<file path="src/sv/u16u8_pkg.sv">
// Shared types and constants for the UTF-16 to UTF-8 encoder.
// Used by u16u8_enc, u16u8_emit, the top level and the checker.
// No dependencies.
`default_nettype none

package u16u8_pkg;

  localparam int UNIT_W      = 16;
  localparam int BYTE_W      = 8;
  localparam int TOTAL_W     = 32;
  localparam int CAP_W       = 31;
  localparam int CP_W        = 21;
  localparam int CNT_W       = 3;
  localparam int MAX_DATA    = 4;
  localparam int OUT_TDATA_W = 48;
  localparam int CFG_ADDR_W  = 1;

  typedef logic [CFG_ADDR_W-1:0] cfg_addr_t;
  localparam cfg_addr_t REG_COUNT_ONLY = 1'b0;
  localparam cfg_addr_t REG_CAPACITY   = 1'b1;

  // top six bits of a surrogate unit
  localparam logic [5:0] HI_SURR_TAG = 6'b110110;  // 0xD800..0xDBFF
  localparam logic [5:0] LO_SURR_TAG = 6'b110111;  // 0xDC00..0xDFFF

  localparam logic [CP_W-1:0]   SUPP_BASE = 21'h10000;
  localparam logic [UNIT_W-1:0] REPL_CHAR = 16'hFFFD;

  // Everything one accepted beat produces.
  typedef struct packed {
    logic [MAX_DATA-1:0][BYTE_W-1:0] bytes;  // bytes[0] goes out first
    logic [CNT_W-1:0]                ndata;  // 0..4 data beats
    logic                            done;   // end-of-string beat follows
    logic                            status; // capacity exceeded
    logic [TOTAL_W-1:0]              total;
  } enc_res_t;

endpackage

`default_nettype wire

</file>
<file path="src/sv/u16u8_enc.sv">
// Encoder stage: surrogate pairing, UTF-8 byte formation, byte accounting.
// Holds the per-string state and the configuration registers.
// Depends on u16u8_pkg.
`default_nettype none

module u16u8_enc (
  input  wire logic                          clk,
  input  wire logic                          rst_n,
  input  wire logic                          cfg_we,
  input  wire u16u8_pkg::cfg_addr_t          cfg_addr,
  input  wire logic [u16u8_pkg::CAP_W-1:0]   cfg_wdata,
  input  wire logic                          accept,
  input  wire logic [u16u8_pkg::UNIT_W-1:0]  unit,
  input  wire logic                          has_unit,
  input  wire logic                          last_unit,
  output u16u8_pkg::enc_res_t                res
);

  logic                          count_only_r;
  logic [u16u8_pkg::CAP_W-1:0]   cap_r;
  logic                          pend_vld_r, pend_vld_nxt;
  logic [9:0]                    pend_r, pend_nxt;
  logic [u16u8_pkg::TOTAL_W-1:0] total_r, total_nxt;
  logic                          ovf_r, ovf_nxt;

  logic                          have_cp;
  logic [u16u8_pkg::CP_W-1:0]    cp;
  logic [u16u8_pkg::CNT_W-1:0]   need;
  logic [u16u8_pkg::TOTAL_W:0]   sum;
  logic [u16u8_pkg::TOTAL_W-1:0] tot_upd;
  logic                          ovf_upd;

  always_comb begin
    have_cp      = 1'b0;
    cp           = '0;
    pend_vld_nxt = pend_vld_r;
    pend_nxt     = pend_r;
    if (has_unit && !ovf_r) begin
      if (!pend_vld_r) begin
        if (unit[15:10] == u16u8_pkg::HI_SURR_TAG) begin
          pend_vld_nxt = 1'b1;
          pend_nxt     = unit[9:0];
        end else begin
          have_cp = 1'b1;
          cp      = {5'b0, unit};
        end
      end else begin
        have_cp      = 1'b1;
        pend_vld_nxt = 1'b0;
        if (unit[15:10] == u16u8_pkg::LO_SURR_TAG) begin
          cp = {1'b0, pend_r, unit[9:0]} + u16u8_pkg::SUPP_BASE;
        end else begin
          cp = {5'b0, u16u8_pkg::REPL_CHAR};
        end
      end
    end
  end

  always_comb begin
    if (cp > 21'h7F) begin
      if (cp <= 21'h7FF)       need = 3'd2;
      else if (cp <= 21'hFFFF) need = 3'd3;
      else                     need = 3'd4;
    end else begin
      need = 3'd1;
    end
  end

  assign sum = {1'b0, total_r} + {30'b0, need};

  always_comb begin
    res.bytes = '0;
    res.ndata = '0;
    tot_upd   = total_r;
    ovf_upd   = ovf_r;
    if (have_cp) begin
      if (count_only_r) begin
        tot_upd = sum[u16u8_pkg::TOTAL_W] ? '1 : sum[u16u8_pkg::TOTAL_W-1:0];
      end else if (sum > {2'b0, cap_r}) begin
        ovf_upd = 1'b1;
      end else begin
        res.ndata = need;
        tot_upd   = sum[u16u8_pkg::TOTAL_W-1:0];
        case (need)
          3'd1: begin
            res.bytes[0] = cp[7:0];
          end
          3'd2: begin
            res.bytes[0] = {3'b110, cp[10:6]};
            res.bytes[1] = {2'b10, cp[5:0]};
          end
          3'd3: begin
            res.bytes[0] = {4'b1110, cp[15:12]};
            res.bytes[1] = {2'b10, cp[11:6]};
            res.bytes[2] = {2'b10, cp[5:0]};
          end
          default: begin
            res.bytes[0] = {5'b11110, cp[20:18]};
            res.bytes[1] = {2'b10, cp[17:12]};
            res.bytes[2] = {2'b10, cp[11:6]};
            res.bytes[3] = {2'b10, cp[5:0]};
          end
        endcase
      end
    end
    res.done   = last_unit;
    res.status = ovf_upd;
    res.total  = tot_upd;
    // end of string: next string starts clean
    total_nxt  = last_unit ? '0 : tot_upd;
    ovf_nxt    = last_unit ? 1'b0 : ovf_upd;
  end

  always_ff @(posedge clk) begin
    if (!rst_n) begin
      count_only_r <= 1'b0;
      cap_r        <= '0;
    end else if (cfg_we) begin
      case (cfg_addr)
        u16u8_pkg::REG_COUNT_ONLY: count_only_r <= cfg_wdata[0];
        u16u8_pkg::REG_CAPACITY:   cap_r        <= cfg_wdata;
        default: ;
      endcase
    end
  end

  always_ff @(posedge clk) begin
    if (!rst_n) begin
      pend_vld_r <= 1'b0;
      pend_r     <= '0;
      total_r    <= '0;
      ovf_r      <= 1'b0;
    end else if (accept) begin
      pend_vld_r <= last_unit ? 1'b0 : pend_vld_nxt;
      pend_r     <= pend_nxt;
      total_r    <= total_nxt;
      ovf_r      <= ovf_nxt;
    end
  end

endmodule

`default_nettype wire

</file>
<file path="src/sv/u16u8_emit.sv">
// Result register: holds one item's beats and hands them out one per cycle
// while out_tready is high; takes the next item in the cycle the last beat goes.
// Depends on u16u8_pkg.
`default_nettype none

module u16u8_emit (
  input  wire logic                              clk,
  input  wire logic                              rst_n,
  input  wire logic                              load,
  input  wire u16u8_pkg::enc_res_t               res,
  output logic                                   ready,
  output logic                                   out_tvalid,
  input  wire logic                              out_tready,
  output logic [u16u8_pkg::OUT_TDATA_W-1:0]      out_tdata,
  output logic                                   out_tlast,
  output logic                                   out_tuser
);

  logic [u16u8_pkg::MAX_DATA-1:0][u16u8_pkg::BYTE_W-1:0] bytes_r, bytes_nxt;
  logic [u16u8_pkg::CNT_W-1:0]   data_left_r, data_left_nxt;
  logic [u16u8_pkg::CNT_W-1:0]   left_r, left_nxt;
  logic                          stat_r, stat_nxt;
  logic [u16u8_pkg::TOTAL_W-1:0] tot_r, tot_nxt;
  logic                          take;

  assign out_tvalid = (left_r != '0);
  assign out_tlast  = (left_r == 3'd1);
  assign out_tuser  = (data_left_r == '0);
  assign take       = out_tvalid && out_tready;
  assign ready      = !out_tvalid || (take && out_tlast);

  // tdata from bit 0: data_byte[7:0], status[8], total_bytes[40:9], zeros
  assign out_tdata = {7'b0,
                      out_tuser ? tot_r : {u16u8_pkg::TOTAL_W{1'b0}},
                      out_tuser & stat_r,
                      bytes_r[0]};

  always_comb begin
    bytes_nxt     = bytes_r;
    data_left_nxt = data_left_r;
    left_nxt      = left_r;
    stat_nxt      = stat_r;
    tot_nxt       = tot_r;
    if (load) begin
      bytes_nxt     = res.bytes;
      data_left_nxt = res.ndata;
      left_nxt      = res.ndata + {2'b0, res.done};
      stat_nxt      = res.status;
      tot_nxt       = res.total;
    end else if (take) begin
      bytes_nxt = {{u16u8_pkg::BYTE_W{1'b0}}, bytes_r[u16u8_pkg::MAX_DATA-1:1]};
      left_nxt  = left_r - 3'd1;
      if (data_left_r != '0) data_left_nxt = data_left_r - 3'd1;
    end
  end

  always_ff @(posedge clk) begin
    if (!rst_n) begin
      left_r      <= '0;
      data_left_r <= '0;
    end else begin
      left_r      <= left_nxt;
      data_left_r <= data_left_nxt;
    end
  end

  always_ff @(posedge clk) begin
    bytes_r <= bytes_nxt;
    stat_r  <= stat_nxt;
    tot_r   <= tot_nxt;
  end

endmodule

`default_nettype wire

</file>
<file path="src/sv/utf16_to_utf8_encoder.sv">
// UTF-16 to UTF-8 encoder, top level.
// Instantiates u16u8_enc and u16u8_emit; depends on u16u8_pkg.
//
// Input stream: one UTF-16 code unit per beat in in_tdata; in_tuser marks
// the unit as present, in_tlast ends the string. A beat with neither does
// nothing. Output stream: one UTF-8 byte per beat, then, for the beat that
// ended the string, a summary beat (out_tuser high) carrying status and
// byte total. out_tlast marks the last output beat of each input beat.
// A high surrogate produces no output until the next code unit arrives.
//
// The first output beat of an input beat appears the cycle after it is
// accepted. An input beat's output beats (0 to 5) hold the output register
// until the last of them is taken; a new input beat is taken in the cycle
// the previous one's final beat leaves, so the input is paced by the single
// output byte lane.
//
// Reset clears configuration, pending surrogate, byte total and error flag.
// When the receiver stalls, the current output beat holds and in_tready
// stays low until its last beat is taken. Configuration writes (cfg_we)
// take effect from the next input beat; write them only while idle.
`default_nettype none

module utf16_to_utf8_encoder (
  input  wire logic                                 clk,
  input  wire logic                                 rst_n,
  input  wire logic                                 cfg_we,
  input  wire u16u8_pkg::cfg_addr_t                 cfg_addr,
  input  wire logic [u16u8_pkg::CAP_W-1:0]          cfg_wdata,
  input  wire logic                                 in_tvalid,
  output logic                                      in_tready,
  input  wire logic [u16u8_pkg::UNIT_W-1:0]         in_tdata,  // code_unit[15:0]
  input  wire logic                                 in_tlast,  // last_unit
  input  wire logic                                 in_tuser,  // has_unit
  output logic                                      out_tvalid,
  input  wire logic                                 out_tready,
  // out_tdata: data_byte[7:0], status[8], total_bytes[40:9], zero pad
  output logic [u16u8_pkg::OUT_TDATA_W-1:0]         out_tdata,
  output logic                                      out_tlast, // is_last
  output logic                                      out_tuser  // is_done
);

  u16u8_pkg::enc_res_t res;
  logic                accept;
  logic                load;

  assign accept = in_tvalid && in_tready;
  assign load   = accept && (res.done || (res.ndata != '0));

  u16u8_enc u_enc (
    .clk       (clk),
    .rst_n     (rst_n),
    .cfg_we    (cfg_we),
    .cfg_addr  (cfg_addr),
    .cfg_wdata (cfg_wdata),
    .accept    (accept),
    .unit      (in_tdata),
    .has_unit  (in_tuser),
    .last_unit (in_tlast),
    .res       (res)
  );

  u16u8_emit u_emit (
    .clk        (clk),
    .rst_n      (rst_n),
    .load       (load),
    .res        (res),
    .ready      (in_tready),
    .out_tvalid (out_tvalid),
    .out_tready (out_tready),
    .out_tdata  (out_tdata),
    .out_tlast  (out_tlast),
    .out_tuser  (out_tuser)
  );

endmodule

`default_nettype wire

</file>
<file path="config.mk">
export PLATFORM = sky130hd
export DESIGN_NAME = utf16_to_utf8_encoder
export DESIGN_NICKNAME = d
export VERILOG_FILES = /design/src/sv/u16u8_pkg.sv /design/src/sv/u16u8_enc.sv /design/src/sv/u16u8_emit.sv /design/src/sv/utf16_to_utf8_encoder.sv
export SDC_FILE = /design/constraint.sdc
export NUM_CORES = 1
export LEC_CHECK = 0
export ABC_CLOCK_PERIOD_IN_PS = 25100
export BUFFER_PORTS_ARGS = -buffer_cell sky130_fd_sc_hd__buf_2
export CAP_MARGIN = 0
export CORE_UTILIZATION = 57
export CTS_CLUSTER_DIAMETER = 150
export DETAILED_ROUTE_END_ITERATION = 7
export PLACE_DENSITY = 0.78
export SLEW_MARGIN = 20
export SYNTH_ARGS = -nofsm -noshare
export SYNTH_HDL_FRONTEND = slang
export SYNTH_HIERARCHICAL = 1
export SYNTH_SLANG_ARGS = --single-unit
</file>
<file path="constraint.sdc">
create_clock -name clk -period 25.1 [get_ports clk]
set_input_delay 7.53 -clock clk [delete_from_list [all_inputs] [get_ports clk]]
set_output_delay 7.53 -clock clk [all_outputs]
set_load 0.03 [all_outputs]
</file>
==> results of run 1 <==
[cell type report]
type	instances	share of cell area
Multi-Input combinational cell	759	0.4968
Inverter	60	0.02185
Sequential cell	147	0.3486
Timing Repair Buffer	106	0.05316
Clock buffer	17	0.04127
Clock inverter	15	0.01214
Tap cell	216	0.02622
[path summary, 6_finish.rpt]
| path | cells after the start | end | slack [ns] | start |
|---|---|---|---|---|
| worst max register to register | 28 | u_emit/bytes_r[25] | 14.98 | u_enc/pend_vld_r |
| worst min-delay path | 2 | u_enc/cap_r[20] | 0.46 | u_enc/cap_r[20] |
| worst min register to register | 2 | u_enc/cap_r[20] | 0.46 | u_enc/cap_r[20] |
| worst max-delay path | 29 | u_emit/bytes_r[27] | 8.04 | in_tdata[13] |
[report_power, final]
group / total (uW) / internal (uW) / switching [uW]
logic: 399 / 133 / 267
registers: 345 / 326 / 18.2
clock network: 236 / 128 / 108
[synthesized netlist by cell type (16+ instances only)]
cell        n
a21boi_0   32
a21oi_1    44
and2_1     50
buf_4      23
clkbuf_1   46
dfxtp_1    82
edfxtp_1   65
ha_1       42
inv_1      60
mux2_2     24
nand2_1   107
nand3_1    25
nand4_1    17
nor2_1     68
nor2b_1    16
nor3_1     42
o21ai_0    21
o22ai_1    21
xnor2_1    22
[flip-flops by register name, summed over array words and instances (netlist names)]
name                count
u_emit/data_left_r      3
u_emit/left_r           3
u_enc/pend_vld_r        1
u_enc/ovf_r             1
u_emit/stat_r           1
u_emit/tot_r           32
u_enc/cap_r            31
u_enc/count_only_r      1
u_emit/out_tdata        8
u_enc/total_r          32
u_enc/pend_r           10
u_emit/bytes_r         24
[worst max-delay path, delay by kind of cell]
kind / cells / cell delay [ns]
and+or+nand+nor: 11 / 4.21
AOI/OAI and AO/OA: 8 / 2.63
buffers and inverters: 6 / 1.71
adders and majority gates: 3 / 0.78
xor gates and xnor gates: 1 / 0.25
[per-stage QoR]
step | total power [uW] | hold WS (ns) | utilization | worst slack (ns)
floorplan | 659.6 | 0.4435 | - | 9.097
global placement | 738.0 | 0.4514 | 0.6121 | 8.179
detailed placement | 745.1 | 0.4575 | 0.6121 | 7.837
CTS | 981.2 | 0.4663 | 0.6466 | 8.252
global route | 1037 | 0.4825 | 0.6466 | 7.135
finish | 980.1 | 0.4636 | 0.6466 | 8.036
[routing by layer]
layer	share of wire	global-route usage	wire, um
met5	0	0	0
met3	0.093	0.05412	2098
met1	0.49	0.4458	11110
met4	0.015	0.09029	336
met2	0.40	0.3734	9056
[kinds of logic after synthesis]
| family | share of synthesized area |
|---|---|
| XOR/XNOR | 0.03189 |
| buffers and inverters | 0.07035 |
| multiplexers | 0.04073 |
| other | 0.0008043 |
| flip-flops | 0.3848 |
| AND/OR/NAND/NOR | 0.2319 |
| adder cells (fa/ha/maj) | 0.05842 |
| AO/OA/AOI/OAI | 0.1810 |
==> out/metrics.yaml, run 1 <==
timing:
  worst-slew-pin-transition_ns: 1.016
  period_share: 0.6798
  setup_violations: 0
  rsz0062_at_grt: "false"
  final.min_clock_period_ns: 17.06
  slew_viol_final: 0
  hold_viol: 0
  clock.fmax_mhz: 58.60
  max-slew-margin-rel: 0.3195
  fin_skew_ns: 0.007686
  fin_setup_tns_ns: 0
clocking:
  numCtsBuffers: 17
  htree_levels: 4
  ctsHoldBuffers: 0
  clock_sinks: 147
  post_cts_buffers: 0
  clock_path_buffers: 2
  cts-root-buf: "clkbuf_16"
  cts_tree: "done"
  clk_pin_slew_ns: 0.06
  insertion_delay_ns: 0.43
  cts-resized-gates: 0
drt:
  totalWireLength_mm: 22.60
  antenna_left: 0
  vias: 7877
  drt_first_pass_iters: 6
  wire_per_inst_um: 17.12
  drc: 0
  drtIter0Drc: 772
  vias_per_cell: 5.967
layout:
  layout.cells.non_filler: 1320
  nets: 1189
  seqCellArea_mm2: 0.003593
  layout_commonest_cell: "nand2_1"
  diodes: 0
  multiInputGateArea_mm2: 0.005121
  layout_common_cells: "nand2_1, buf_2, dfxtp_1, nor2_1, edfxtp_1"
  drive_gt1_frac: 0.1821
  area_delta_synth_final_pct: 10.40
  final_area_mm2: 0.01031
  fillCellCount: 1334
logic_synthesis:
  synth_ff_type: "dfxtp_1"
  synthTopCellsByArea: "edfxtp_1, dfxtp_1, ha_1, nand2_1, and2_1"
  synth_top_area_cell: "edfxtp_1"
  synth_area_per_cell_um2: 8.961
  synth-seq-area-share: 0.3848
  synth-edff-count: 65
  yosysWarnings: 6
  async_reset_ff_frac: 0
  synth_seq_cells: 147
  synth_top_area_frac: 0.2090
  ys_types: 83
  netlist_instances: 1042
  syn_area_mm2: 0.009338
place:
  dpl_cell_area_mm2: 0.009758
  hpwl_mm: 16.04
  port_buffers: 99
  place.gp.congestion: 0.9505
  dp.cells: 1288
setup_path:
  worstSetupPathType: "input pin to flip-flop"
  cp-start-kind: "input pin"
  crit_slowest_cell: "nand3_1"
  critPathMaxStageDelay_ns: 0.65
  cp_max_fo: 57
  worstPathArrival_ns: 17.14
  crit_required_ns: 25.18
  cp_common_cell: "buf_4"
  endpoint_kind: "flip-flop"
global_routing:
  grt_overflow: 0
  grt_pass1_vias: 6854
  grtUsageTotal: 0.2806
  grt_first_pass_wirelength_mm: 36.02
  antenna_found_initial: 0
  grt_max_degree: 62
die:
  initial_core_util: 0.5857
  fp.dieW_um: 130.0
  io_pins: 107
  die_area_mm2: 0.01690
  fp.dieH_um: 130.0
  coreArea_mm2: 0.01594
  row_count: 46
pwr:
  ir_drop_mv: 0.06591
  leakagePower_uw: 0.004180
  power_density_mw_per_mm2: 95.07
min_path:
  holdCritPathClass: "flip-flop to flip-flop"
flow_run:
  cap_violations: 0
run_status:
  status: "completed"
Note: power is estimated with default switching activity, not from simulation.
==> inputs of run 2 (changes only) <==
ABC_AREA = 1   (was not set)
ABC_CLOCK_PERIOD_IN_PS = 16900   (was 25100)
clock period = 16.9 ns   (was 25.1 ns; I/O delays follow)
==> run 2 against run 1 <==
Compared with the run above: die area rose by 5.3%; synthesized cell count rose by 35%; highest routed layer unchanged; critical path depth rose by 12; final cell count rose by 28%; clock skew rose by 0.0038 ns; critical endpoint is now u_emit/left_r[2]; setup slack got worse by 4.3 ns.
==> out/metrics.yaml, run 2 <==
logic_synthesis:
  async_reset_ff_frac: 0  # unchanged
  synth_area_per_cell_um2: 7.022  # was 8.961 um^2
  ys_types: 55  # was 83
  synth_seq_cells: 147  # unchanged
  yosysWarnings: 6  # unchanged
  synth-edff-count: 65  # unchanged
  netlist_instances: 1402  # was 1042
  synthTopCellsByArea: "edfxtp_1, dfxtp_1, nand2_1, inv_1, a21oi_1"  # was edfxtp_1, dfxtp_1, ha_1, nand2_1, and2_1
  synth_top_area_frac: 0.1983  # was 0.2090
  synth_common_cells: "nand2_1, inv_1, nor2_1, a21oi_1, nand3_1"  # was nand2_1, dfxtp_1, nor2_1, edfxtp_1, inv_1
  synth-seq-area-share: 0.3650  # was 0.3848
  syn_area_mm2: 0.009844  # was 0.009338 mm^2
  yosysMostFrequentCell: "nand2_1"  # unchanged
  synth_ff_type: "dfxtp_1"  # unchanged
  synth_top_area_cell: "edfxtp_1"  # unchanged
global_routing:
  grt_first_pass_wirelength_mm: 41.48  # was 36.02 mm
  grt_overflow: 0  # unchanged
  grt_pass1_vias: 8541  # was 6854
  antenna_found_initial: 0  # unchanged
  grt_max_degree: 75  # was 62
  grtUsageTotal: 0.2938  # was 0.2806
pwr:
  leakagePower_uw: 0.005141  # was 0.004180 uW
  ir_drop_mv: 0.09005  # was 0.06591 mV
  power_density_mw_per_mm2: 135.3  # was 95.07 mW/mm^2
setup_path:
  startpoint: "in_tdata[10]"  # was in_tdata[13]
  path_depth: 41  # was 29
  cp_common_cell: "nand2_1"  # was buf_4
  crit_required_ns: 17.22  # was 25.18 ns
  endpoint_kind: "flip-flop"  # unchanged
  crit_slowest_cell: "nor2_2"  # was nand3_1
  critPathMaxStageDelay_ns: 0.77  # was 0.65 ns
  cp-endpoint: "u_emit/left_r[2]"  # was u_emit/bytes_r[27]
  crit_family: "simple AND/OR/NAND/NOR gates"  # unchanged
  cp_max_fo: 74  # was 57
  r2r_cells: 40  # was 28
  cp-start-kind: "input pin"  # unchanged
  r2r_end: "u_emit/left_r[2]"  # was u_emit/bytes_r[25]
  crit-reg2reg-launch: "u_enc/pend_vld_r"  # unchanged
  path_buf_inv: 8  # was 6
  reg2reg_slack_ns: 7.72  # was 14.98 ns
  worstPathArrival_ns: 13.50  # was 17.14 ns
  worstSetupPathType: "input pin to flip-flop"  # unchanged
layout:
  layout_common_cells: "nand2_1, inv_1, nor2_1, a21oi_1, buf_2"  # was nand2_1, buf_2, dfxtp_1, nor2_1, edfxtp_1
  reg_top3: "u_emit/tot_r: 32 flops, u_enc/total_r: 32 flops, u_enc/cap_r: 31 flops"  # unchanged
  area_delta_synth_final_pct: 9.634  # was 10.40%
  fillCellCount: 1479  # was 1334
  drive_gt1_frac: 0.1359  # was 0.1821
  final_area_mm2: 0.01079  # was 0.01031 mm^2
  layout_commonest_cell: "nand2_1"  # unchanged
  diodes: 0  # unchanged
  nets: 1549  # was 1189
drt:
  totalWireLength_mm: 25.59  # was 22.60 mm
  drt_first_pass_iters: 7  # was 6
  antenna_left: 0  # unchanged
  wire_per_inst_um: 15.19  # was 17.12 um
  drc: 0  # unchanged
  vias_per_cell: 5.461  # was 5.967
  vias: 9196  # was 7877
  drtIter0Drc: 824  # was 772
place:
  hpwl_mm: 18.05  # was 16.04 mm
  pre_cts_slack_ns: 3.413  # was 7.837 ns
  port_buffers: 99  # unchanged
  dpl_cell_area_mm2: 0.01022  # was 0.009758 mm^2
  place.gp.congestion: 0.9743  # was 0.9505
die:
  fp.dieW_um: 133.4  # was 130.0 um
  die_area_mm2: 0.01780  # was 0.01690 mm^2
  initial_core_util: 0.5895  # was 0.5857
  io_pins: 107  # unchanged
  coreArea_mm2: 0.01670  # was 0.01594 mm^2
  row_count: 47  # was 46
  fp.dieH_um: 133.4  # was 130.0 um
run_status:
  status: "completed"  # unchanged
clocking:
  clock_sinks: 147  # unchanged
  cts-root-buf: "clkbuf_16"  # unchanged
  cts_tree: "done"  # unchanged
  clk_pin_slew_ns: 0.06  # about the same
  cts-resized-gates: 0  # unchanged
  post_cts_buffers: 0  # unchanged
  numCtsBuffers: 17  # unchanged
  insertion_delay_ns: 0.43  # about the same
  htree_levels: 4  # unchanged
  clock_path_buffers: 2  # unchanged
  ctsHoldBuffers: 0  # unchanged
timing:
  fin_skew_ns: 0.01144  # was 0.007686 ns
  clock.fmax_mhz: 75.87
  period_share: 0.7799
  rsz0062_at_grt: "false"  # unchanged
  final.min_clock_period_ns: 13.18
  fin_setup_tns_ns: 0  # unchanged
  hold_viol: 0  # unchanged
  setup_violations: 0  # unchanged
  worst-slew-pin-transition_ns: 1.087  # was 1.016 ns
  setup_slack_ns: 3.719  # was 8.036 ns
  slew_viol_final: 0  # unchanged
  max-slew-margin-rel: 0.2707  # was 0.3195
min_path:
  holdCritPathClass: "flip-flop to flip-flop"  # unchanged
flow_run:
  cap_violations: 0  # unchanged
run 2: cell count changes after synthesis, sizes merged, moves of 29 or more:
cell	delta
inv	+141
o21ai	+48
nand3	+61
and2	-51
nor2	+66
nor3	-29
a21oi	+71
nand2	+291
run 2: cells by family (layout without fill, tap and decap cells):
| logic type | count (synthesis) | after routing | synth area share |
|---|---|---|---|
| other cells | 2 | 10 | 0.0007629 |
| xor+xnor | 27 | 27 | 0.02402 |
| fa+ha+maj | 43 | 43 | 0.05541 |
| buf+inv | 285 | 339 | 0.1261 |
| simple gates | 667 | 667 | 0.2928 |
| compound gates | 231 | 231 | 0.1359 |
| flops | 147 | 147 | 0.3650 |
run 2: tightest hold or removal path, delay by kind of cell (launching register included):
| kind | cells | cell delay, ns |
|---|---|---|
| buffers and inverters | 1 | 0.05 |
| DFF | 1 | 0.31 |
| AOI/OAI and AO/OA | 1 | 0.05 |
run 2: how the worst min path moves through the flow:
stage               startpoint               to  cells after the start
5_1_grt        u_enc/pend_r[4]  u_enc/pend_r[4]                      2
3_5_place_dp   u_enc/pend_r[2]  u_enc/pend_r[2]                      2
3_3_place_gp   u_enc/pend_r[2]  u_enc/pend_r[2]                      2
2_1_floorplan  u_enc/pend_r[2]  u_enc/pend_r[2]                      2
6_report       u_enc/pend_r[2]  u_enc/pend_r[2]                      2
4_1_cts        u_enc/pend_r[2]  u_enc/pend_r[2]                      2
run 2: cell type report:
cell class | instances | area, um^2 | share of cell area
clock buffer | 21 | 471.7 | 0.04370
clock inverter | 11 | 100.1 | 0.009274
inverter | 202 | 758.2 | 0.07025
multi-input combinational | 978 | 5054 | 0.4682
sequential | 147 | 3593 | 0.3329
tap | 220 | 275.3 | 0.02550
timing repair buffer | 105 | 540.5 | 0.05008
run 2: per-layer routing:
metal,vias up,wire length (um),track usage
li1,4550,-,-
met1,4168,10400,0.3472
met2,386,12720,0.5214
met3,92,1434,0.04795
met4,0,1032,0.1332
met5,-,0,0
run 2: through the flow:
step | hold WS [ns] | instances | total power [uW] | utilization
final | 0.4579 | 1684 | 1460 | 0.6462
after global routing | 0.4854 | 1684 | 1544 | 0.6462
after CTS | 0.4566 | 1684 | 1469 | 0.6462
after detailed placement | 0.4458 | 1652 | 1102 | 0.6120
after global placement | 0.4414 | 1652 | 1094 | 0.6120
after floorplan | 0.4240 | 1410 | 972.0 | -
run 2: report_power, final:
| part | switching (uW) | internal [uW] |
|---|---|---|
| Sequential | 30.3 | 483 |
| Clock | 150 | 216 |
| Combinational | 432 | 149 |
